**src/rtl/core/noot_pkg.sv**
```systemverilog
// Shared types, constants and helpers for the note onset/offset tracker.
// No dependencies; every other file of the block but noot_fifo uses this package.
package noot_pkg;

    // Default values of the top-level parameters
    localparam int MIN_NOTE_FRAMES_DFLT  = 3;
    localparam int FRAME_INDEX_BITS_DFLT = 24;

    // Fixed field widths
    localparam int AMP_BITS         = 16;
    localparam int PITCH_BITS       = 7;
    localparam int VEL_BITS         = 7;
    localparam int EVENT_FRAME_BITS = 24;

    // Configuration port
    localparam int CFG_IDX_BITS  = 1;
    localparam int CFG_DATA_BITS = 16;
    localparam logic [CFG_IDX_BITS-1:0] CFG_IDX_PLAY = 1'b0;
    localparam logic [CFG_IDX_BITS-1:0] CFG_IDX_STOP = 1'b1;

    // Threshold reset values, Q2.14 (0.3 and 0.045)
    localparam logic [AMP_BITS-1:0] PLAY_THRESHOLD_RST = 16'd4915;
    localparam logic [AMP_BITS-1:0] STOP_THRESHOLD_RST = 16'd737;

    // Event kinds
    localparam logic EV_NOTE_ON  = 1'b0;
    localparam logic EV_NOTE_OFF = 1'b1;

    // Queue depths (powers of two)
    localparam int FRAME_Q_DEPTH = 4;
    localparam int NOTE_Q_DEPTH  = 2;

    typedef struct packed {
        logic [AMP_BITS-1:0] play;
        logic [AMP_BITS-1:0] stop;
    } t_cfg;

    // One classified frame as it waits for the decision unit
    typedef struct packed {
        logic [AMP_BITS-1:0]   amp;
        logic [PITCH_BITS-1:0] pitch;
        logic                  last;
        logic                  first;
        logic                  long_run;
    } t_frame_entry;

    // Velocity from a Q2.14 peak: min(round(127 * peak), 127)
    function automatic logic [VEL_BITS-1:0] vel_from_peak(input logic [AMP_BITS-1:0] peak);
        logic [23:0] prod;
        logic [9:0]  q;
        prod = {1'b0, peak, 7'b0} - {8'b0, peak} + 24'd8192;
        q    = prod[23:14];
        if (q > 10'd127) begin
            return 7'd127;
        end
        return q[VEL_BITS-1:0];
    endfunction

endpackage

```
**src/rtl/core/noot_if.sv**
```systemverilog
// Valid/ready channel interfaces: analysis frames in, note events out.
// Depends on noot_pkg for the field widths.
interface noot_frame_if;
    logic                            valid;
    logic                            ready;
    logic [noot_pkg::AMP_BITS-1:0]   frame_amplitude;
    logic [noot_pkg::PITCH_BITS-1:0] frame_pitch;
    logic                            frame_last;

    modport source (output valid, output frame_amplitude, output frame_pitch,
                    output frame_last, input ready);
    modport sink   (input valid, input frame_amplitude, input frame_pitch,
                    input frame_last, output ready);
endinterface

interface noot_event_if;
    logic                                  valid;
    logic                                  ready;
    logic                                  event_kind;
    logic [noot_pkg::EVENT_FRAME_BITS-1:0] event_frame;
    logic [noot_pkg::PITCH_BITS-1:0]       event_pitch;
    logic [noot_pkg::VEL_BITS-1:0]         event_velocity;
    logic                                  event_final;

    modport source (output valid, output event_kind, output event_frame,
                    output event_pitch, output event_velocity, output event_final,
                    input ready);
    modport sink   (input valid, input event_kind, input event_frame,
                    input event_pitch, input event_velocity, input event_final,
                    output ready);
endinterface

```
**src/rtl/core/note_onset_offset_tracker_unit.sv**
```systemverilog
// Note tracker top: front end, frame queue, decision unit, note queue, event output.
// Order: a note-on is offered once the window decision that ends its note has written the note queue;
// a frame passes through the frame queue before the decision unit takes it.
// Throughput: one frame per cycle while the note queue has room and no flush runs; the last
// frame of a stream starts a flush of the window. Each note takes two output transactions.
// Synchronous active-low reset empties the queues, clears the stream state, restores 0.3/0.045.
module note_onset_offset_tracker_unit #(
    parameter int MIN_NOTE_FRAMES  = noot_pkg::MIN_NOTE_FRAMES_DFLT,
    parameter int FRAME_INDEX_BITS = noot_pkg::FRAME_INDEX_BITS_DFLT
) (
    input  logic                                i_clk,
    input  logic                                i_rst_n,
    input  logic                                i_cfg_we,
    input  logic [noot_pkg::CFG_IDX_BITS-1:0]   i_cfg_idx,
    input  logic [noot_pkg::CFG_DATA_BITS-1:0]  i_cfg_data,
    noot_frame_if.sink                          i_frame,
    noot_event_if.source                        o_event
);
    import noot_pkg::*;

    localparam int IDX  = FRAME_INDEX_BITS;
    localparam int FE_W = $bits(t_frame_entry);
    localparam int FQ_W = FE_W + IDX;
    localparam int NQ_W = 2 * IDX + PITCH_BITS + AMP_BITS;

    t_cfg            r_cfg;
    logic            f_push;
    t_frame_entry    f_entry;
    logic [IDX-1:0]  f_count;
    logic            fq_full;
    logic            fq_empty;
    logic            fq_pop;
    logic [FQ_W-1:0] fq_data;
    t_frame_entry    q_entry;
    logic [IDX-1:0]  q_count;
    logic            nq_push;
    logic [NQ_W-1:0] nq_wdata;
    logic            nq_full;
    logic            nq_empty;
    logic            nq_pop;
    logic [NQ_W-1:0] nq_rdata;

    // Write threshold registers
    always_ff @(posedge i_clk) begin
        if (!i_rst_n) begin
            r_cfg.play <= PLAY_THRESHOLD_RST;
            r_cfg.stop <= STOP_THRESHOLD_RST;
        end else if (i_cfg_we) begin
            case (i_cfg_idx)
                CFG_IDX_PLAY: r_cfg.play <= i_cfg_data[AMP_BITS-1:0];
                CFG_IDX_STOP: r_cfg.stop <= i_cfg_data[AMP_BITS-1:0];
                default: ;
            endcase
        end
    end

    noot_front #(
        .MIN_NOTE_FRAMES (MIN_NOTE_FRAMES),
        .FRAME_INDEX_BITS(FRAME_INDEX_BITS)
    ) u_front (
        .i_clk   (i_clk),
        .i_rst_n (i_rst_n),
        .i_frame (i_frame),
        .i_q_full(fq_full),
        .o_push  (f_push),
        .o_entry (f_entry),
        .o_count (f_count)
    );

    noot_fifo #(
        .WIDTH(FQ_W),
        .DEPTH(FRAME_Q_DEPTH)
    ) u_frame_q (
        .i_clk  (i_clk),
        .i_rst_n(i_rst_n),
        .i_push (f_push),
        .i_data ({f_entry, f_count}),
        .o_full (fq_full),
        .i_pop  (fq_pop),
        .o_data (fq_data),
        .o_empty(fq_empty)
    );

    assign q_entry = fq_data[FQ_W-1 -: FE_W];
    assign q_count = fq_data[IDX-1:0];

    noot_back #(
        .MIN_NOTE_FRAMES (MIN_NOTE_FRAMES),
        .FRAME_INDEX_BITS(FRAME_INDEX_BITS)
    ) u_back (
        .i_clk        (i_clk),
        .i_rst_n      (i_rst_n),
        .i_cfg        (r_cfg),
        .i_frame_valid(!fq_empty),
        .i_entry      (q_entry),
        .i_count      (q_count),
        .o_frame_pop  (fq_pop),
        .i_note_full  (nq_full),
        .o_note_push  (nq_push),
        .o_note       (nq_wdata)
    );

    noot_fifo #(
        .WIDTH(NQ_W),
        .DEPTH(NOTE_Q_DEPTH)
    ) u_note_q (
        .i_clk  (i_clk),
        .i_rst_n(i_rst_n),
        .i_push (nq_push),
        .i_data (nq_wdata),
        .o_full (nq_full),
        .i_pop  (nq_pop),
        .o_data (nq_rdata),
        .o_empty(nq_empty)
    );

    noot_emit #(
        .FRAME_INDEX_BITS(FRAME_INDEX_BITS)
    ) u_emit (
        .i_clk  (i_clk),
        .i_rst_n(i_rst_n),
        .i_note (nq_rdata),
        .i_empty(nq_empty),
        .o_pop  (nq_pop),
        .o_event(o_event)
    );
endmodule

```
**src/rtl/core/noot_fifo.sv**
```systemverilog
// Small synchronous FIFO used for the frame queue and the note queue.
// Standalone; DEPTH must be a power of two of at least two.
module noot_fifo #(
    parameter int WIDTH = 8,
    parameter int DEPTH = 4
) (
    input  logic             i_clk,
    input  logic             i_rst_n,
    input  logic             i_push,
    input  logic [WIDTH-1:0] i_data,
    output logic             o_full,
    input  logic             i_pop,
    output logic [WIDTH-1:0] o_data,
    output logic             o_empty
);
    localparam int AB = $clog2(DEPTH);
    localparam int CB = $clog2(DEPTH + 1);

    logic [WIDTH-1:0] r_mem [DEPTH];
    logic [AB-1:0]    r_wr;
    logic [AB-1:0]    r_rd;
    logic [CB-1:0]    r_cnt;
    logic             do_push;
    logic             do_pop;

    assign o_full  = (r_cnt == CB'(DEPTH));
    assign o_empty = (r_cnt == '0);
    assign do_push = i_push && !o_full;
    assign do_pop  = i_pop && !o_empty;
    assign o_data  = r_mem[r_rd];

    // Advance pointers and occupancy
    always_ff @(posedge i_clk) begin
        if (!i_rst_n) begin
            r_wr  <= '0;
            r_rd  <= '0;
            r_cnt <= '0;
        end else begin
            if (do_push) begin
                r_wr <= r_wr + AB'(1);
            end
            if (do_pop) begin
                r_rd <= r_rd + AB'(1);
            end
            if (do_push && !do_pop) begin
                r_cnt <= r_cnt + CB'(1);
            end else if (do_pop && !do_push) begin
                r_cnt <= r_cnt - CB'(1);
            end
        end
    end

    // Store the pushed word
    always_ff @(posedge i_clk) begin
        if (do_push) begin
            r_mem[r_wr] <= i_data;
        end
    end
endmodule

```
**src/rtl/core/noot_front.sv**
```systemverilog
// Front end: accepts frames, marks stream boundaries and numbers the frames.
// Depends on noot_pkg and noot_frame_if; feeds the frame queue.
module noot_front #(
    parameter int MIN_NOTE_FRAMES  = noot_pkg::MIN_NOTE_FRAMES_DFLT,
    parameter int FRAME_INDEX_BITS = noot_pkg::FRAME_INDEX_BITS_DFLT
) (
    input  logic                        i_clk,
    input  logic                        i_rst_n,
    noot_frame_if.sink                  i_frame,
    input  logic                        i_q_full,
    output logic                        o_push,
    output noot_pkg::t_frame_entry      o_entry,
    output logic [FRAME_INDEX_BITS-1:0] o_count
);
    import noot_pkg::*;

    localparam int IDX = FRAME_INDEX_BITS;

    logic           r_in_stream;
    logic [IDX-1:0] r_count;
    logic           r_long;
    logic           first;
    logic [IDX-1:0] n_count;
    logic           n_long;

    assign i_frame.ready = !i_q_full;
    assign o_push        = i_frame.valid && !i_q_full;

    // Classify the frame: start of stream, position, stream long enough
    always_comb begin
        first   = !r_in_stream;
        n_count = (first ? '0 : r_count) + IDX'(1);
        n_long  = (!first && r_long) || (n_count >= IDX'(MIN_NOTE_FRAMES));
    end

    assign o_entry.amp      = i_frame.frame_amplitude;
    assign o_entry.pitch    = i_frame.frame_pitch;
    assign o_entry.last     = i_frame.frame_last;
    assign o_entry.first    = first;
    assign o_entry.long_run = n_long;
    assign o_count          = n_count;

    // Track the stream position across transactions
    always_ff @(posedge i_clk) begin
        if (!i_rst_n) begin
            r_in_stream <= 1'b0;
            r_count     <= '0;
            r_long      <= 1'b0;
        end else if (o_push) begin
            r_in_stream <= !i_frame.frame_last;
            r_count     <= n_count;
            r_long      <= n_long;
        end
    end
endmodule

```
**src/rtl/core/noot_back.sv**
```systemverilog
// Decision unit: lookahead window, note state and one frame decision per cycle while the note queue has room.
// Depends on noot_pkg; reads the frame queue and writes the note queue.
module noot_back #(
    parameter int MIN_NOTE_FRAMES  = noot_pkg::MIN_NOTE_FRAMES_DFLT,
    parameter int FRAME_INDEX_BITS = noot_pkg::FRAME_INDEX_BITS_DFLT
) (
    input  logic                        i_clk,
    input  logic                        i_rst_n,
    input  noot_pkg::t_cfg              i_cfg,
    input  logic                        i_frame_valid,
    input  noot_pkg::t_frame_entry      i_entry,
    input  logic [FRAME_INDEX_BITS-1:0] i_count,
    output logic                        o_frame_pop,
    input  logic                        i_note_full,
    output logic                        o_note_push,
    output logic [2*FRAME_INDEX_BITS+noot_pkg::PITCH_BITS+noot_pkg::AMP_BITS-1:0] o_note
);
    import noot_pkg::*;

    localparam int M   = MIN_NOTE_FRAMES;
    localparam int IDX = FRAME_INDEX_BITS;
    localparam int FB  = $clog2(M + 1);
    localparam int JB  = $clog2(M);

    // Window and note state
    logic [AMP_BITS-1:0]   r_amp   [M];
    logic [PITCH_BITS-1:0] r_pitch [M];
    logic [FB-1:0]         r_fill;
    logic [PITCH_BITS-1:0] r_cur;
    logic [AMP_BITS-1:0]   r_peak;
    logic [IDX-1:0]        r_start;
    logic [IDX-1:0]        r_count;
    logic                  r_long;
    logic                  r_playing;
    logic                  r_will_play;
    logic                  r_will_stop;
    logic                  r_emitted;
    logic                  r_flush;

    logic [AMP_BITS-1:0]   n_amp   [M];
    logic [PITCH_BITS-1:0] n_pitch [M];
    logic [FB-1:0]         n_fill;
    logic [PITCH_BITS-1:0] n_cur;
    logic [AMP_BITS-1:0]   n_peak;
    logic [IDX-1:0]        n_start;
    logic [IDX-1:0]        n_count;
    logic                  n_long;
    logic                  n_playing;
    logic                  n_will_play;
    logic                  n_will_stop;
    logic                  n_emitted;
    logic                  n_flush;

    // Window as seen by this cycle's decision
    logic [AMP_BITS-1:0]   w_amp   [M];
    logic [PITCH_BITS-1:0] w_pitch [M];
    logic [FB-1:0]         e_fill;
    logic [FB-1:0]         v_fill;
    logic [IDX-1:0]        v_count;
    logic                  v_long;
    logic [PITCH_BITS-1:0] v_cur;
    logic [AMP_BITS-1:0]   v_peak;
    logic [IDX-1:0]        v_start;
    logic                  v_playing;
    logic                  v_will_play;
    logic                  v_will_stop;
    logic                  v_emitted;
    logic                  lk;

    logic                  go;
    logic                  take;
    logic                  dec;

    // Decision terms
    logic                  same0;
    logic                  found;
    logic [JB-1:0]         j_fnd;
    logic                  bridge;
    logic                  same;
    logic [JB-1:0]         j_sel;
    logic [AMP_BITS-1:0]   amp_j;
    logic [PITCH_BITS-1:0] pitch_j;
    logic [IDX-1:0]        head;
    logic [IDX-1:0]        at;
    logic                  near_end;
    logic [AMP_BITS:0]     thr_sum;
    logic                  louder;
    logic                  quiet;
    logic [AMP_BITS-1:0]   peak1;
    logic                  to_play;
    logic                  to_stop;
    logic                  wp1;
    logic                  ws1;
    logic [PITCH_BITS-1:0] cur1;
    logic [IDX-1:0]        start1;
    logic [IDX-1:0]        dur;
    logic                  emit;

    assign go          = !i_note_full;
    assign take        = i_frame_valid && !r_flush && go;
    assign o_frame_pop = take;

    // Build the view: stored window during a flush, else the new frame pushed in
    always_comb begin
        w_amp       = r_amp;
        w_pitch     = r_pitch;
        e_fill      = r_fill;
        v_fill      = r_fill;
        v_count     = r_count;
        v_long      = r_long;
        v_cur       = r_cur;
        v_peak      = r_peak;
        v_start     = r_start;
        v_playing   = r_playing;
        v_will_play = r_will_play;
        v_will_stop = r_will_stop;
        v_emitted   = r_emitted;
        lk          = 1'b1;
        if (!r_flush) begin
            lk = i_entry.last;
            if (i_entry.first) begin
                e_fill      = '0;
                v_cur       = i_entry.pitch;
                v_peak      = i_entry.amp;
                v_start     = '0;
                v_playing   = 1'b0;
                v_will_play = 1'b0;
                v_will_stop = 1'b0;
                v_emitted   = 1'b0;
            end
            for (int i = 0; i < M; i++) begin
                if (FB'(i) == e_fill) begin
                    w_amp[i]   = i_entry.amp;
                    w_pitch[i] = i_entry.pitch;
                end
            end
            v_fill  = e_fill + FB'(1);
            v_count = i_count;
            v_long  = i_entry.long_run;
        end
    end

    assign dec = r_flush ? go
                         : (take && (lk ? (v_fill >= FB'(2)) : (v_fill == FB'(M))));

    // Pick the frame to decide: the head, or a bridged frame with the held pitch
    always_comb begin
        same0 = (w_pitch[1] == v_cur);
        found = 1'b0;
        j_fnd = '0;
        for (int i = 2; i < M; i++) begin
            if (!found && (FB'(i) < v_fill) && (!lk || (FB'(i + 1) < v_fill)) &&
                (w_amp[i] >= i_cfg.stop) && (w_pitch[i] == v_cur)) begin
                found = 1'b1;
                j_fnd = JB'(i);
            end
        end
        bridge   = !same0 && v_playing && found;
        same     = same0 || bridge;
        j_sel    = bridge ? j_fnd : '0;
        amp_j    = w_amp[j_sel];
        pitch_j  = w_pitch[j_sel];
        head     = v_count - IDX'(v_fill);
        at       = head + IDX'(j_sel);
        near_end = lk && v_long && ((v_fill - FB'(j_sel)) <= FB'(M));
    end

    // Note start/stop rules with hysteresis
    always_comb begin
        thr_sum = {1'b0, i_cfg.play} + {1'b0, i_cfg.stop};
        louder  = !v_will_stop && (amp_j > v_peak);
        quiet   = !v_will_stop && !louder && !v_playing &&
                  ({amp_j, 1'b0} < thr_sum) && !near_end;
        peak1   = louder ? amp_j : v_peak;
        to_play = !v_will_play && (peak1 >= i_cfg.play) &&
                  (!v_emitted || !v_playing || !same);
        to_stop = v_playing && (((amp_j < i_cfg.stop) && same) || near_end ||
                  (!same && (w_amp[1] > i_cfg.play)));
        ws1     = v_will_stop || to_stop;
        wp1     = v_will_play || to_play;
        cur1    = to_play ? pitch_j : v_cur;
        start1  = (to_play && !v_emitted) ? at : v_start;
        dur     = at - start1;
        emit    = !quiet && wp1 && ws1 && (dur > IDX'(M));
    end

    // Next state
    always_comb begin
        n_amp       = r_amp;
        n_pitch     = r_pitch;
        n_fill      = r_fill;
        n_cur       = r_cur;
        n_peak      = r_peak;
        n_start     = r_start;
        n_count     = r_count;
        n_long      = r_long;
        n_playing   = r_playing;
        n_will_play = r_will_play;
        n_will_stop = r_will_stop;
        n_emitted   = r_emitted;
        n_flush     = r_flush;
        if (take || dec) begin
            n_amp       = w_amp;
            n_pitch     = w_pitch;
            n_fill      = v_fill;
            n_cur       = v_cur;
            n_peak      = v_peak;
            n_start     = v_start;
            n_count     = v_count;
            n_long      = v_long;
            n_playing   = v_playing;
            n_will_play = v_will_play;
            n_will_stop = v_will_stop;
            n_emitted   = v_emitted;
        end
        if (dec) begin
            // drop the decided frame and any skipped ones
            for (int i = 0; i < M; i++) begin
                for (int k = 1; i + k < M; k++) begin
                    if (j_sel == JB'(k - 1)) begin
                        n_amp[i]   = w_amp[i + k];
                        n_pitch[i] = w_pitch[i + k];
                    end
                end
            end
            n_fill = v_fill - FB'(j_sel) - FB'(1);
            if (quiet) begin
                n_start = at;
            end else begin
                n_peak      = peak1;
                n_will_stop = ws1;
                n_will_play = wp1;
                n_cur       = cur1;
                n_start     = start1;
                if (to_play) begin
                    n_playing = 1'b1;
                end else if (to_stop && !v_will_stop) begin
                    n_playing = 1'b0;
                end
                if (wp1 && ws1) begin
                    n_will_play = 1'b0;
                    n_will_stop = 1'b0;
                    if (emit) begin
                        n_emitted = 1'b1;
                        n_start   = at + IDX'(1);
                        n_peak    = '0;
                    end
                end
            end
        end
        // end of stream: keep flushing until fewer than two frames remain
        if ((take || dec) && lk) begin
            n_flush = (n_fill >= FB'(2));
            if (n_fill < FB'(2)) begin
                n_fill = '0;
            end
        end
    end

    assign o_note_push = dec && emit;
    assign o_note      = {start1, at, cur1, peak1};

    // Hold control state
    always_ff @(posedge i_clk) begin
        if (!i_rst_n) begin
            r_fill      <= '0;
            r_flush     <= 1'b0;
            r_playing   <= 1'b0;
            r_will_play <= 1'b0;
            r_will_stop <= 1'b0;
            r_emitted   <= 1'b0;
            r_long      <= 1'b0;
        end else begin
            r_fill      <= n_fill;
            r_flush     <= n_flush;
            r_playing   <= n_playing;
            r_will_play <= n_will_play;
            r_will_stop <= n_will_stop;
            r_emitted   <= n_emitted;
            r_long      <= n_long;
        end
    end

    // Hold window and note payload
    always_ff @(posedge i_clk) begin
        r_amp   <= n_amp;
        r_pitch <= n_pitch;
        r_cur   <= n_cur;
        r_peak  <= n_peak;
        r_start <= n_start;
        r_count <= n_count;
    end

`ifndef SYNTHESIS
    a_fill_bound: assert property (@(posedge i_clk) disable iff (!i_rst_n)
        r_fill <= FB'(M - 1))
        else $error("lookahead fill exceeds window depth");
    a_flush_fill: assert property (@(posedge i_clk) disable iff (!i_rst_n)
        r_flush |-> (r_fill >= FB'(2)))
        else $error("flush running with fewer than two frames");
    a_emit_clear: assert property (@(posedge i_clk) disable iff (!i_rst_n)
        o_note_push |=> (!r_will_play && !r_will_stop))
        else $error("play/stop flags not cleared after a note");
`endif
endmodule

```
**src/rtl/core/noot_emit.sv**
```systemverilog
// Event output: turns each finished note into a note-on and a note-off event.
// Depends on noot_pkg and noot_event_if; reads the note queue.
module noot_emit #(
    parameter int FRAME_INDEX_BITS = noot_pkg::FRAME_INDEX_BITS_DFLT
) (
    input  logic        i_clk,
    input  logic        i_rst_n,
    input  logic [2*FRAME_INDEX_BITS+noot_pkg::PITCH_BITS+noot_pkg::AMP_BITS-1:0] i_note,
    input  logic        i_empty,
    output logic        o_pop,
    noot_event_if.source o_event
);
    import noot_pkg::*;

    localparam int IDX = FRAME_INDEX_BITS;

    logic                  r_phase;
    logic [IDX-1:0]        start_f;
    logic [IDX-1:0]        end_f;
    logic [PITCH_BITS-1:0] pitch;
    logic [AMP_BITS-1:0]   peak;
    logic                  xfer;

    function automatic logic [EVENT_FRAME_BITS-1:0] fit_frame(input logic [IDX-1:0] x);
        logic [31:0] wide;
        wide = 32'(x);
        return wide[EVENT_FRAME_BITS-1:0];
    endfunction

    assign {start_f, end_f, pitch, peak} = i_note;

    // Present note-on first, then note-off, from the queue head
    assign o_event.valid          = !i_empty;
    assign o_event.event_kind     = r_phase ? EV_NOTE_OFF : EV_NOTE_ON;
    assign o_event.event_frame    = r_phase ? fit_frame(end_f) : fit_frame(start_f);
    assign o_event.event_pitch    = pitch;
    assign o_event.event_velocity = r_phase ? '0 : vel_from_peak(peak);
    assign o_event.event_final    = r_phase;

    assign xfer  = o_event.valid && o_event.ready;
    assign o_pop = xfer && r_phase;

    // Toggle between the two halves of a note
    always_ff @(posedge i_clk) begin
        if (!i_rst_n) begin
            r_phase <= 1'b0;
        end else if (xfer) begin
            r_phase <= !r_phase;
        end
    end

`ifndef SYNTHESIS
    a_pair_kept: assert property (@(posedge i_clk) disable iff (!i_rst_n)
        (xfer && !r_phase) |=> (o_event.valid && r_phase))
        else $error("note-off lost after note-on transaction");
    a_hold_valid: assert property (@(posedge i_clk) disable iff (!i_rst_n)
        (o_event.valid && !o_event.ready) |=> o_event.valid)
        else $error("event valid dropped while waiting");
    a_hold_event: assert property (@(posedge i_clk) disable iff (!i_rst_n)
        (o_event.valid && !o_event.ready) |=>
        $stable({o_event.event_kind, o_event.event_frame, o_event.event_pitch,
                 o_event.event_velocity, o_event.event_final}))
        else $error("event payload changed while waiting");
`endif
endmodule
```
**src/flat_wrapper.sv**
```systemverilog
// flat-port wrapper written by rule: the top's interface ports become plain ports
module note_onset_offset_tracker_unit_flat import noot_pkg::*;
#(
    parameter int MIN_NOTE_FRAMES  = noot_pkg::MIN_NOTE_FRAMES_DFLT,
    parameter int FRAME_INDEX_BITS = noot_pkg::FRAME_INDEX_BITS_DFLT
)
  (i_clk, i_rst_n, i_cfg_we, i_cfg_idx, i_cfg_data, i_frame_valid, i_frame_frame_amplitude, i_frame_frame_pitch, i_frame_frame_last, i_frame_ready, o_event_valid, o_event_event_kind, o_event_event_frame, o_event_event_pitch, o_event_event_velocity, o_event_event_final, o_event_ready);
  noot_frame_if i_frame_i ();
  noot_event_if o_event_i ();
  input  logic i_clk;
  input  logic i_rst_n;
  input  logic i_cfg_we;
  input  logic [noot_pkg::CFG_IDX_BITS-1:0] i_cfg_idx;
  input  logic [noot_pkg::CFG_DATA_BITS-1:0] i_cfg_data;
  input wire logic [$bits(i_frame_i.valid)-1:0] i_frame_valid;
  input wire logic [$bits(i_frame_i.frame_amplitude)-1:0] i_frame_frame_amplitude;
  input wire logic [$bits(i_frame_i.frame_pitch)-1:0] i_frame_frame_pitch;
  input wire logic [$bits(i_frame_i.frame_last)-1:0] i_frame_frame_last;
  output wire logic [$bits(i_frame_i.ready)-1:0] i_frame_ready;
  output wire logic [$bits(o_event_i.valid)-1:0] o_event_valid;
  output wire logic [$bits(o_event_i.event_kind)-1:0] o_event_event_kind;
  output wire logic [$bits(o_event_i.event_frame)-1:0] o_event_event_frame;
  output wire logic [$bits(o_event_i.event_pitch)-1:0] o_event_event_pitch;
  output wire logic [$bits(o_event_i.event_velocity)-1:0] o_event_event_velocity;
  output wire logic [$bits(o_event_i.event_final)-1:0] o_event_event_final;
  input wire logic [$bits(o_event_i.ready)-1:0] o_event_ready;
  assign i_frame_i.valid = i_frame_valid;
  assign i_frame_i.frame_amplitude = i_frame_frame_amplitude;
  assign i_frame_i.frame_pitch = i_frame_frame_pitch;
  assign i_frame_i.frame_last = i_frame_frame_last;
  assign i_frame_ready = i_frame_i.ready;
  assign o_event_valid = o_event_i.valid;
  assign o_event_event_kind = o_event_i.event_kind;
  assign o_event_event_frame = o_event_i.event_frame;
  assign o_event_event_pitch = o_event_i.event_pitch;
  assign o_event_event_velocity = o_event_i.event_velocity;
  assign o_event_event_final = o_event_i.event_final;
  assign o_event_i.ready = o_event_ready;
  note_onset_offset_tracker_unit #(.MIN_NOTE_FRAMES(MIN_NOTE_FRAMES), .FRAME_INDEX_BITS(FRAME_INDEX_BITS)) u_core (.i_clk(i_clk), .i_rst_n(i_rst_n), .i_cfg_we(i_cfg_we), .i_cfg_idx(i_cfg_idx), .i_cfg_data(i_cfg_data), .i_frame(i_frame_i), .o_event(o_event_i));
endmodule
```
**config.mk**
```make
export PLATFORM = sky130hd
export DESIGN_NAME = note_onset_offset_tracker_unit_flat
export DESIGN_NICKNAME = d
export VERILOG_FILES = /design/src/rtl/core/noot_pkg.sv /design/src/rtl/core/noot_if.sv /design/src/rtl/core/note_onset_offset_tracker_unit.sv /design/src/rtl/core/noot_fifo.sv /design/src/rtl/core/noot_front.sv /design/src/rtl/core/noot_back.sv /design/src/rtl/core/noot_emit.sv /design/src/flat_wrapper.sv
export SDC_FILE = /design/constraint.sdc
export NUM_CORES = 1
export LEC_CHECK = 0
export BUFFER_PORTS_ARGS = -buffer_cell sky130_fd_sc_hd__buf_2
export CORE_AREA = 2 2 280 309
export DETAILED_ROUTE_END_ITERATION = 8
export DIE_AREA = 0 0 282 311
export PLACE_DENSITY = 0.65
export SLEW_MARGIN = 30
export SYNTH_ARGS = -nofsm -noshare
export SYNTH_HDL_FRONTEND = slang
export SYNTH_HIERARCHICAL = 1
export SYNTH_SLANG_ARGS = --single-unit
```
**constraint.sdc**
```tcl
create_clock -name i_clk -period 21.6 [get_ports i_clk]
set_input_delay 1.08 -clock i_clk [delete_from_list [all_inputs] [get_ports i_clk]]
set_output_delay 1.08 -clock i_clk [all_outputs]
set_load 0.05 [all_outputs]
```
==> impl_metrics.py <==
metrics = {
    "cts": {
        "cts.clk_slew.worst_paths_ps": 60,
        "clock-sinks": 563,
        "post_cts_resized": 0,
        "cts_buffer_depth": 3,
        "postCtsSetupRepairBufs": 0,
        "htreeDepth": 2,
        "cts_inserted_buffers": 59,
        "cts_tree": "built",
        "cts_root_buf": "clkbuf_16",
        "clkLatencyLatePin_ps": 640,
        "hold_buffers": 0,
    },
    "routing": {
        "drt_wl_total_mm": 86.76,
        "antenna_left": 0,
        "drtPass1Iterations": 9,
        "vias_per_cell": 5.620,
        "route.vias.total": 24090,
        "drc": 0,
        "wl_per_cell_um": 20.24,
        "initialDrtViolationCount": 2073,
    },
    "logic_synthesis": {
        "synth_xor_area_frac": 0.03116,
        "syn_nets": 3348,
        "synth_area_leaders": "edfxtp_1 (37%), dfxtp_1 (9.0%), ha_1 (6.9%)",
        "synth_adder_area_share": 0.07173,
        "ys_async_sr_fraction": 0,
        "synth.distinct_cells": 115,
        "yosysTopAreaCellShare": 0.3699,
        "netlist_area_mm2": 0.03352,
        "synthSimpleGateAreaFrac": 0.1216,
        "synth_edf_count": 413,
        "synth_seq_cells": 563,
        "syn_area_per_cell_um2": 10.77,
        "synth_top_family_by_area": "compound AO/OA/AOI/OAI gates",
        "synthMuxAreaShare": 0.1191,
        "synth_largest_area_cell": "edfxtp_1",
        "ys_seq_area_frac": 0.4595,
        "synthCells": 3113,
        "synth_compound_area_frac": 0.1431,
        "synth_ff_type": "edfxtp_1",
        "yosysWarningCount": 6,
    },
    "setup_path": {
        "cp.arrival_ps": 15580,
        "crit_type": "flop to flop",
        "ff2ff_path_depth": 53,
        "crit_fanout": 41,
        "required_ps": 21860,
        "critPathMaxStageDelay_ps": 740,
        "crit_path_frequent_cell": "a21o_1",
        "slowest_stage": "and3_2",
        "end_kind": "flop",
        "startpoint_type": "flop",
    },
    "floorplan": {
        "dieArea_mm2": 0.08770,
        "die_h_um": 311,
        "io_pins": 88,
        "initial_utilization": 0.3967,
        "core_mm2": 0.08450,
        "num_rows": 112,
        "dieWidth_um": 282,
    },
    "sta": {
        "hold_viol_final": 0,
        "tns_ps": 0,
        "grt_setup_unrepaired": "false",
        "worst_slew_pin_slew_ps": 988.3,
        "fin_crit_ps": 15320,
        "drv_slew": 0,
        "period_share": 0.7093,
        "timing.fmax_mhz": 65.27,
        "fin_skew_ps": 20.86,
        "setup_viol": 0,
        "slew_headroom": 0.3364,
    },
    "worst_hold_path": {
        "holdCritPathClass": "flop to flop",
        "whs_path_depth": 2,
    },
    "global_route": {
        "grt_max_degree": 82,
        "grt_first_pass_wirelength_mm": 134.8,
        "grt_usage": 0.1943,
        "antenna_found_initial": 9,
        "overflow": 0,
        "grt_pass1_vias": 23210,
    },
    "run_status": {
        "status": "finished clean",
    },
    "layout": {
        "nets": 3328,
        "drive_above_1_share": 0.1533,
        "final_cell_mix": "edfxtp_1 (413), nand2_1 (243), nor2_1 (217)",
        "syn_to_final_growth_pct": 8.931,
        "multiInputGateArea_mm2": 0.01638,
        "fill_cells": 7909,
        "seqCellArea_mm2": 0.01541,
        "final_common_cell": "edfxtp_1",
    },
    "placement": {
        "gp_congestion": 0.9287,
        "io_buffers": 87,
        "hpwl_mm": 61.07,
    },
    "run": {
        "max_cap_violations": 0,
    },
}
[synth_stat cells, types with 19 or more instances]
master / n
buf_1: 19
inv_1: 172
and2_1: 41
o31ai_1: 26
and3_1: 23
buf_4: 46
mux2i_1: 143
or3_1: 21
a31oi_1: 53
nand2b_1: 23
xor2_1: 37
buf_2: 27
a21oi_1: 209
nor2_1: 221
ha_1: 185
xnor2_1: 73
dfxtp_1: 150
o211ai_1: 28
nand4_1: 33
edfxtp_1: 413
o21a_1: 26
nand3_1: 84
o21ai_0: 122
a21o_1: 47
nor2b_1: 24
nor3_1: 24
mux2_2: 125
nand2_1: 244
mux4_2: 50
clkbuf_1: 96
a211oi_1: 23
[state kept, by name, summed over array words and instances, names as in the netlist, 3 cells and up, named ones only]
register / cells
u_core/u_back/r_start: 24
u_core/u_back/r_count: 24
u_core/u_note_q/r_mem: 142
u_core/u_front/r_count: 24
u_core/u_back/r_amp: 48
u_core/u_frame_q/r_cnt: 3
u_core/u_back/r_cur: 7
u_core/r_cfg: 32
u_core/u_frame_q/r_mem: 200
u_core/u_back/r_pitch: 21
u_core/u_back/r_peak: 16
[worst max-delay path: cells and delay by family, from the launching register on]
| kind | cells | cell delay, ps |
|---|---|---|
| and+or+nand+nor | 15 | 3290 |
| buffers and inverters | 6 | 1710 |
| AOI/OAI and AO/OA | 25 | 6580 |
| DFF | 1 | 550 |
| muxes | 2 | 1150 |
| adders and majority gates | 5 | 1600 |
[metrics by stage]
step / setup slack [ps] / std cells / cell area [µm²] / hold WS [ps] / util
global route: 5332 / 4284 / 36510 / 510.6 / 0.4321
global placement: 6539 / 4171 / 34580 / 460.7 / 0.4092
detailed placement: 6107 / 4171 / 34580 / 467.5 / 0.4093
CTS: 6107 / 4283 / 36480 / 475.8 / 0.4317
finish: 6279 / 4286 / 36520 / 475.4 / 0.4322
floorplan: 6076 / 3113 / 33520 / 443.5 / -
[worst paths after layout]
path / startpoint / slack, ps / end
max: flop / 6280 / u_core/u_note_q/r_mem[1][49]
max reg2reg: flop / 6280 / u_core/u_note_q/r_mem[1][49]
min reg2reg: u_core/u_back/r_long / 480 / u_core/u_back/r_long
min: u_core/u_back/r_long / 480 / u_core/u_back/r_long
[layer usage]
| layer | vias up | part of all wire | global-route usage |
|---|---|---|---|
| li1 | 11480 | - | - |
| met1 | 11700 | 0.46 | 0.2726 |
| met2 | 753 | 0.46 | 0.3119 |
| met3 | 138 | 0.060 | 0.02981 |
| met4 | 14 | 0.023 | 0.05089 |
| met5 | - | 0.0010 | 0 |
[area by class of cell]
type,instances,share of cell area
Tap cell,1140,0.03906
Inverter,178,0.01836
Multi-Input combinational cell,2168,0.4486
Timing Repair Buffer,123,0.01984
Sequential cell,563,0.4220
Clock buffer,69,0.04173
Antenna cell,2,0.0001370
Clock inverter,43,0.01021
[cell families (layout without fill, tap and decap cells)]
kind of cell	after synthesis	count (layout)
simple gates	820	820
compound gates	723	723
flops	563	563
buf+inv	382	413
mux	320	320
fa+ha+maj	190	190
xor+xnor	115	115
other cells	0	2
Power is left out: the tool's default activity adds up to more than one toggle a clock period on the data nets, which glitch-free logic cannot reach.
